**src/rtl/core/lef5_pkg.sv**
```systemverilog
package lef5_pkg;

  localparam int MaxWidth  = 4096;
  localparam int ColAw     = 12;
  localparam int LvlW      = 4;
  localparam int Span      = 5;
  localparam int ColW      = LvlW * Span;
  localparam int StoreW    = LvlW * (Span - 1);
  localparam int NumLevels = 16;
  localparam int TabN      = 32;

  localparam logic [12:0] WidthRst  = 13'd4096;
  localparam logic [15:0] HeightRst = 16'd1;

  localparam logic REG_WIDTH  = 1'b0;
  localparam logic REG_HEIGHT = 1'b1;

  typedef logic [34:0] lg_tab_t [0:TabN-1];
  typedef logic [39:0] pl_tab_t [0:TabN-1];

  typedef struct packed {
    logic [Span-1:0][ColW-1:0] win;
    logic [Span-1:0]           colv;
    logic [Span-1:0]           rowv;
  } ent_job_t;

  // Truncating Q32 log2 by repeated squaring of the normalized mantissa.
  function automatic logic [34:0] log2_q32(input int unsigned v);
    int unsigned ip;
    logic [63:0] mant;
    logic [31:0] frac;
    ip = 0;
    frac = '0;
    while ((v >> (ip + 1)) != 0) ip++;
    mant = 64'(v) << (31 - ip);
    for (int b = 31; b >= 0; b--) begin
      mant = (mant * mant) >> 31;
      if (mant >= 64'h1_0000_0000) begin
        mant = mant >> 1;
        frac[b] = 1'b1;
      end
    end
    return {ip[2:0], frac};
  endfunction

  function automatic lg_tab_t make_lg();
    lg_tab_t t;
    for (int c = 0; c < TabN; c++) begin
      t[c] = (c == 0 || c > Span * Span) ? 35'd0 : log2_q32(c);
    end
    return t;
  endfunction

  function automatic pl_tab_t make_pl();
    pl_tab_t t;
    logic [34:0] l;
    for (int c = 0; c < TabN; c++) begin
      l = (c == 0 || c > Span * Span) ? 35'd0 : log2_q32(c);
      t[c] = 40'(l) * 40'(c);
    end
    return t;
  endfunction

  localparam lg_tab_t LgTab = make_lg();
  localparam pl_tab_t PlTab = make_pl();

endpackage

```
**src/rtl/core/lef5_entropy.sv**
```systemverilog
module lef5_entropy (
  input  logic              clk,
  input  logic              rst_n,
  input  logic              start,
  input  lef5_pkg::ent_job_t job,
  input  logic              ack,
  output logic              done,
  output logic [18:0]       ent_q16
);
  import lef5_pkg::*;

  localparam logic [2:0] E_IDLE = 3'd0;
  localparam logic [2:0] E_HIST = 3'd1;
  localparam logic [2:0] E_SUM  = 3'd2;
  localparam logic [2:0] E_DIV  = 3'd3;
  localparam logic [2:0] E_RND  = 3'd4;
  localparam logic [2:0] E_FIN  = 3'd5;

  logic [2:0]  st_r, st_nxt;
  logic [5:0]  step_r;
  ent_job_t    job_r;
  logic [4:0]  hist_r [0:NumLevels-1];
  logic [4:0]  cells_r;
  logic [39:0] acc_r;
  logic [4:0]  rem_r;
  logic [18:0] res_r;

  logic [2:0]  inc    [0:NumLevels-1];
  logic [2:0]  ncell;
  logic [ColW-1:0] cur_col;
  logic [5:0]  rem_t;
  logic        qbit;
  logic [34:0] lgv;
  logic [34:0] ent;
  logic [19:0] rnd;

  // Count the valid cells of one window column into the bins.
  always_comb begin
    cur_col = job_r.win[step_r[2:0]];
    ncell = '0;
    for (int b = 0; b < NumLevels; b++) begin
      inc[b] = '0;
    end
    for (int j = 0; j < Span; j++) begin
      if (job_r.rowv[j] && job_r.colv[step_r[2:0]]) begin
        ncell = ncell + 3'd1;
        inc[cur_col[j*LvlW +: LvlW]] = inc[cur_col[j*LvlW +: LvlW]] + 3'd1;
      end
    end
  end

  always_comb begin
    rem_t = {rem_r, acc_r[39]};
    qbit  = (rem_t >= {1'b0, cells_r});
    lgv   = LgTab[cells_r];
    ent   = (acc_r >= {5'd0, lgv}) ? 35'd0 : (lgv - acc_r[34:0]);
    rnd   = 20'((ent + 35'd32768) >> 16);
  end

  always_comb begin
    st_nxt = st_r;
    case (st_r)
      E_IDLE: if (start) st_nxt = E_HIST;
      E_HIST: if (step_r == 6'(Span - 1)) st_nxt = E_SUM;
      E_SUM:  if (step_r == 6'(NumLevels - 1)) st_nxt = E_DIV;
      E_DIV:  if (step_r == 6'd39) st_nxt = E_RND;
      E_RND:  st_nxt = E_FIN;
      E_FIN:  if (ack) st_nxt = E_IDLE;
      default: st_nxt = E_IDLE;
    endcase
  end

  always_ff @(posedge clk) begin
    if (!rst_n) begin
      st_r <= E_IDLE;
    end else begin
      st_r <= st_nxt;
    end
  end

  always_ff @(posedge clk) begin
    case (st_r)
      E_IDLE: begin
        job_r   <= job;
        step_r  <= '0;
        cells_r <= '0;
        acc_r   <= '0;
        for (int b = 0; b < NumLevels; b++) begin
          hist_r[b] <= '0;
        end
      end
      E_HIST: begin
        for (int b = 0; b < NumLevels; b++) begin
          hist_r[b] <= hist_r[b] + 5'(inc[b]);
        end
        cells_r <= cells_r + 5'(ncell);
        step_r  <= (step_r == 6'(Span - 1)) ? 6'd0 : step_r + 6'd1;
      end
      E_SUM: begin
        acc_r  <= acc_r + PlTab[hist_r[step_r[3:0]]];
        step_r <= (step_r == 6'(NumLevels - 1)) ? 6'd0 : step_r + 6'd1;
        rem_r  <= '0;
      end
      E_DIV: begin
        // Restoring division, one quotient bit a cycle into acc_r.
        rem_r  <= qbit ? 5'(rem_t - {1'b0, cells_r}) : rem_t[4:0];
        acc_r  <= {acc_r[38:0], qbit};
        step_r <= step_r + 6'd1;
      end
      E_RND: begin
        res_r <= rnd[19] ? 19'h7FFFF : rnd[18:0];
      end
      default: begin
      end
    endcase
  end

  assign done    = (st_r == E_FIN);
  assign ent_q16 = res_r;
endmodule

```
**config.mk**
```make
export PLATFORM = sky130hd
export DESIGN_NAME = lef5_entropy
export DESIGN_NICKNAME = d
export VERILOG_FILES = /design/src/rtl/core/lef5_pkg.sv /design/src/rtl/core/lef5_entropy.sv
export SDC_FILE = /design/constraint.sdc
export NUM_CORES = 1
export LEC_CHECK = 0
export BUFFER_PORTS_ARGS = -buffer_cell sky130_fd_sc_hd__buf_2
export CAP_MARGIN = 5
export CORE_MARGIN = 5
export CORE_UTILIZATION = 60
export CTS_CLUSTER_SIZE = 28
export DETAILED_ROUTE_END_ITERATION = 7
export GPL_TIMING_DRIVEN = 0
export HOLD_SLACK_MARGIN = 0.05
export PLACE_DENSITY = 0.79
export SLEW_MARGIN = 30
export SYNTH_ARGS = -nofsm -noshare
export SYNTH_HDL_FRONTEND = slang
export SYNTH_SLANG_ARGS = --single-unit
```
**constraint.sdc**
```tcl
create_clock -name clk -period 10.85 [get_ports clk]
set_clock_uncertainty 0.15 [all_clocks]
set_input_delay 2.17 -clock clk [delete_from_list [all_inputs] [get_ports clk]]
set_output_delay 2.17 -clock clk [all_outputs]
set_load 0.1 [all_outputs]
```
==> results of run 1 <==
## registers in the layout (all words and copies together) (netlist names), named ones only
| name | count |
|---|---|
| job_r | 110 |
| hist_r | 80 |
| acc_r | 40 |
| ent_q16 | 19 |
| step_r | 6 |
| cells_r | 5 |
| rem_r | 5 |
| st_r | 3 |
## worst min-delay path: cells and delay by family (launching register included)
kind / cells / cell delay [ns]
flip-flops: 1 / 0.35
AO/OA/AOI/OAI: 1 / 0.07
AND/OR/NAND/NOR: 1 / 0.08
## per-stage QoR
stage | instance area [um^2] | setup WS [ns] | util
after global placement | 25300 | 0.270 | 0.637
after detailed placement | 25400 | 0.452 | 0.642
after global routing | 26400 | 0.0281 | 0.665
final | 26400 | 0.486 | 0.665
after CTS | 26300 | 0.375 | 0.664
after floorplan | 23900 | 2.79 | -
## area by class of cell
type | instances | area [um^2] | area share
clock buffers | 33 | 741 | 0.0281
well taps | 525 | 657 | 0.0249
flip-flops and latches | 272 | 8100 | 0.307
diodes | 3 | 7.51 | 0.000285
clock inverters | 19 | 154 | 0.00584
plain buffers | 132 | 596 | 0.0226
repair buffers | 139 | 801 | 0.0304
multi-input cells | 2122 | 14800 | 0.561
inverters | 138 | 523 | 0.0198
## Yosys cell counts (15+ instances only)
master	count
and3_1	34
a21oi_1	212
ha_1	193
mux2i_1	65
o31ai_1	16
a211oi_1	46
nor2b_1	69
mux4_2	32
nor3_1	66
nand2_1	218
clkbuf_1	92
buf_1	19
or2_2	17
and2_1	24
nand4_1	15
a31oi_1	31
nand2b_1	31
a21o_1	60
edfxtp_1	265
xnor2_1	77
nand3_1	48
o21a_1	29
fa_1	19
o21ai_0	152
inv_1	132
o22ai_1	26
xor2_1	56
o211ai_1	16
nor2_1	332
mux2_2	34
## how the worst min path moves through the flow
| stage | endpoint | cells after the start | from | slack, ns |
|---|---|---|---|---|
| 3_3_place_gp | flop | 1 | step_r[3] | 0.42 |
| 4_1_cts | flop | 1 | step_r[3] | 0.45 |
| 2_1_floorplan | flop | 1 | step_r[3] | 0.39 |
| 5_1_grt | flop | 1 | step_r[3] | 0.47 |
| 3_5_place_dp | flop | 1 | step_r[3] | 0.43 |
| 6_report | rem_r[2] | 2 | rem_r[1] | 0.46 |
## routing by layer
metal | share of wire | GRT usage | vias up | routed length, um
met1 | 0.38 | 0.424 | 10600 | 28700
met5 | 0 | 0 | - | 0
li1 | - | - | 10100 | -
met2 | 0.47 | 0.552 | 1253 | 35700
met3 | 0.090 | 0.0514 | 257 | 6800
met4 | 0.058 | 0.159 | 0 | 4420
## what timing repair did
item | CTS | global route
resized for setup | 0 | 6
setup endpoints to repair | 0 | 31
hold buffers | 0 | 0
## cells by family (layout without fill, tap and decap cells)
group                      count (synthesis)  after routing
AOI/OAI and AO/OA                        724            724
muxes                                    132            132
buffers and inverters                    270            461
DFF                                      272            272
other                                      0              3
xor gates and xnor gates                 133            133
adders and majority gates                212            212
and+or+nand+nor                          921            921
==> flow_metrics.tcl, run 1 <==
set metrics [dict create \
    r2r-start "step_r[0]" \
    synth.net_count 2990 \
    grt_pass1_vias 21500 \
    place_inst 3328 \
    slew_violations 0 \
    synth_top_area_frac 0.332 \
    nFillCells 3260 \
    synth_edf_count 265 \
    clk_pin_slew_ns 0.06 \
    syn_inst 2664 \
    root_buffer "clkbuf_16" \
    final_common_cell "nor2_1" \
    end_kind "flop" \
    finalNonFillerCells 3383 \
    whs_ns 0.461 \
    worstPathMaxFanout 10 \
    yosys_warnings 0 \
    syn_to_final_growth_pct 10.1 \
    fmax_mhz 96.5 \
    die_w_um 210 \
    dp_hpwl_mm 58.6 \
    rows 73 \
    grt-ovfl-total 0 \
    crit_path_start "step_r[0]" \
    route.final.wire_length_mm 75.7 \
    maxCapViolCount 0 \
    io_pins 134 \
    critPathBufInv 8 \
    drc 0 \
    mostFrequentLayoutCells "nor2_1, edfxtp_1, nand2_1" \
    detail-route-antenna-nets 0 \
    cpMaxStageDelayCell "edfxtp_1" \
    clock_sinks 272 \
    hold_viol_final 0 \
    arrival_ns 10.54 \
    rrSetupSlack_ns 0.49 \
    synthesis.area_um2 23900 \
    cp.required_ns 11.02 \
    cts_tree "built" \
    dr_total_vias 22200 \
    post_cts_buffers 0 \
    io_buffers 133 \
    crit_path_end "hist_r[6][4]" \
    final_nets 3160 \
    synthSimpleGateAreaFrac 0.182 \
    cp_top_family "compound AO/OA/AOI/OAI gates" \
    synthFlopType "edfxtp_1" \
    hp-class "flop to flop" \
    fin_crit_sh 0.955 \
    synthMuxAreaShare 0.0742 \
    fin_crit_ns 10.36 \
    ys_top_cells_by_area "edfxtp_1, ha_1, nor2_1" \
    ys_async_sr_fraction 0 \
    rsz0062_at_grt "false" \
    worstSetupPathDepth 39 \
    dr.pass1.iters 7 \
    synth_compound_area_frac 0.194 \
    drive_above_1_share 0.112 \
    reg2reg_to "hist_r[6][4]" \
    yosysTopAreaCell "edfxtp_1" \
    ctsLongestPathBuffers 3 \
    cts_buffers 29 \
    avgSynthCellArea_um2 8.99 \
    reg2reg_depth 39 \
    synth_fa_ha_area_frac 0.117 \
    ys_seq_area_frac 0.338 \
    drt_iter0_markers 2646 \
    routedWlPerCell_um 22.4 \
    synth-seq-cells 272 \
    worst_slew_pin_slew_ns 0.984 \
    antenna_found_initial 3 \
    grt_max_degree 50 \
    critical_path_class "flop to flop" \
    max_stage_delay_ns 0.56 \
    grt_pass1_wl_mm 117 \
    worstSetupStartpointType "flop" \
    status "complete, no violations" \
    yosysUniqueCellTypes 94 \
    htree_num_levels 1 \
    track_usage 0.331 \
    synth_xor_area_frac 0.0486 \
    coreArea_um2 39600 \
    insertion_delay_ns 0.60 \
    die_area_um2 44000 \
    gp_congestion 1.01 \
    initial_utilization 0.604 \
    synth_top_family_by_area "compound AO/OA/AOI/OAI gates" \
    viasPerCell 6.57 \
    die_h_um 210 \
    setup-tns-final_ns 0 \
    relSlewSlack 0.344 \
    setup-violations-final 0 \
]
Power of run 1 is left out: the tool's default activity adds up to more than one toggle a clock period on the data nets, which glitch-free logic cannot reach.
==> run 2: changes to the inputs <==
CELL_PAD_IN_SITES_DETAIL_PLACEMENT = 0   (was default)
CELL_PAD_IN_SITES_GLOBAL_PLACEMENT = 2   (was default)
CORE_UTILIZATION = 40   (was 60)
PLACE_DENSITY = default   (was 0.79)
PLACE_DENSITY_LB_ADDON = 0.1   (was default)
==> flow_metrics.tcl, run 2 (synthesis gave the netlist of run 1 again) <==
set metrics [dict create \
    die_h_um 255 \
    cp_top_family "compound AO/OA/AOI/OAI gates" \
    clk_pin_slew_ns 0.06 \
    maxCapViolCount 0 \
    insertion_delay_ns 0.55 \
    dp_hpwl_mm 67.1 \
    die_area_um2 64900 \
    cpMaxStageDelayCell "o32ai_2" \
    drc 0 \
    setup-tns-final_ns 0 \
    rsz0062_at_grt "false" \
    critical_path_class "flop to flop" \
    fin_crit_sh 0.937 \
    slew_violations 0 \
    cp_common_cell "o21ai_0" \
    arrival_ns 10.30 \
    ctsLongestPathBuffers 3 \
    cp.required_ns 10.98 \
    dr_total_vias 21300 \
    routedWlPerCell_um 23.3 \
    io_buffers 133 \
    root_buffer "clkbuf_16" \
    mostFrequentLayoutCells "nor2_1, edfxtp_1, nand2_1" \
    rows 89 \
    cts_buffers 36 \
    r2r-start "step_r[2]" \
    fmax_mhz 98.3 \
    die_w_um 255 \
    coreArea_um2 59100 \
    final_common_cell "nor2_1" \
    drt_iter0_markers 1507 \
    final_nets 3167 \
    cts_tree "built" \
    crit_path_start "step_r[2]" \
    initial_utilization 0.405 \
    largest_reg_flops 110 \
    grt_pass1_vias 21200 \
    top_register "job_r" \
    setup-violations-final 0 \
    viasPerCell 5.86 \
    grt_pass1_wl_mm 129 \
    postCtsHoldBufs 0 \
    top_regs "job_r: 110 flops, hist_r: 80 flops, acc_r: 40 flops" \
    worstSetupStartpointType "flop" \
    end_kind "flop" \
    relSlewSlack 0.295 \
    io_pins 134 \
    post_cts_buffers 0 \
    drive_above_1_share 0.117 \
    syn_to_final_growth_pct 12.3 \
    grt_max_degree 53 \
    antenna_found_initial 2 \
    grt-ovfl-total 0 \
    worst_hold_startpoint "step_r[3]" \
    track_usage 0.256 \
    route.final.wire_length_mm 84.6 \
    gp_congestion 0.948 \
    worstPathMaxFanout 10 \
    detail-route-antenna-nets 0 \
    clock_sinks 272 \
    hp-class "flop to flop" \
    hold_viol_final 0 \
    worst_slew_pin_slew_ns 1.05 \
    fin_crit_ns 10.17 \
    dr.pass1.iters 6 \
    max_stage_delay_ns 0.54 \
    status "complete, no violations" \
    critPathBufInv 9 \
    htree_num_levels 2 \
]
run 2: changes by cell type in the layout (fill, tap and decap cells not counted), sizes merged:
cell      delta
clkbuf      +11
buf          -1
clkinv       -5
inv          +2
diode        -1
clkinvlp     +1
run 2: worst paths after layout:
check,to,slack (ns),cells after the start
worst min-delay path,flop,0.47,1
worst min register to register,flop,0.47,1
worst max register to register,hist_r[1][4],0.68,37
worst max-delay path,hist_r[1][4],0.68,37
run 2: cell type report:
class,instances,area [um^2]
fill,5818,32200
multi-input combinational,2122,14800
sequential,272,8100
tap,773,967
clock buffer,43,927
timing repair buffer,139,808
buffer,132,601
inverter,138,523
clock inverter,17,158
antenna,2,5.00
run 2: worst register-to-register path: cells and delay by family (launching register included):
kind                       cells  cell delay, ns
xor gates and xnor gates       1            0.14
buffers and inverters          9            2.40
AOI/OAI and AO/OA             14            3.28
and+or+nand+nor                7            1.08
muxes                          2            0.74
DFF                            1            0.48
adders and majority gates      4            1.62
run 2: what timing repair did:
item / CTS / global route
cloned: 0 / 0
gates resized for setup: 1 / 12
endpoints found under the setup margin: 6 / 48
run 2: stage by stage:
| step | hold slack [ns] | area [um^2] | std cells | setup slack, ns | util |
|---|---|---|---|---|---|
| 2_1_floorplan | 0.386 | 23900 | 2664 | 2.79 | - |
| 3_3_place_gp | 0.431 | 25600 | 3570 | -0.0490 | 0.433 |
| 3_5_place_dp | 0.452 | 25700 | 3576 | -0.0101 | 0.435 |
| 4_1_cts | 0.463 | 26800 | 3636 | 0.0133 | 0.454 |
| 5_1_grt | 0.492 | 26900 | 3637 | 0.0464 | 0.455 |
| 6_report | 0.468 | 26900 | 3638 | 0.679 | 0.455 |
run 2: per-layer routing:
layer / part of all wire / vias up / GRT usage
met2: 0.51 / 601 / 0.458
met5: 0 / - / 0
met4: 0.029 / 0 / 0.0737
met1: 0.42 / 10500 / 0.327
li1: - / 10100 / -
met3: 0.048 / 116 / 0.0296
Power of run 2 is left out for the same reason.
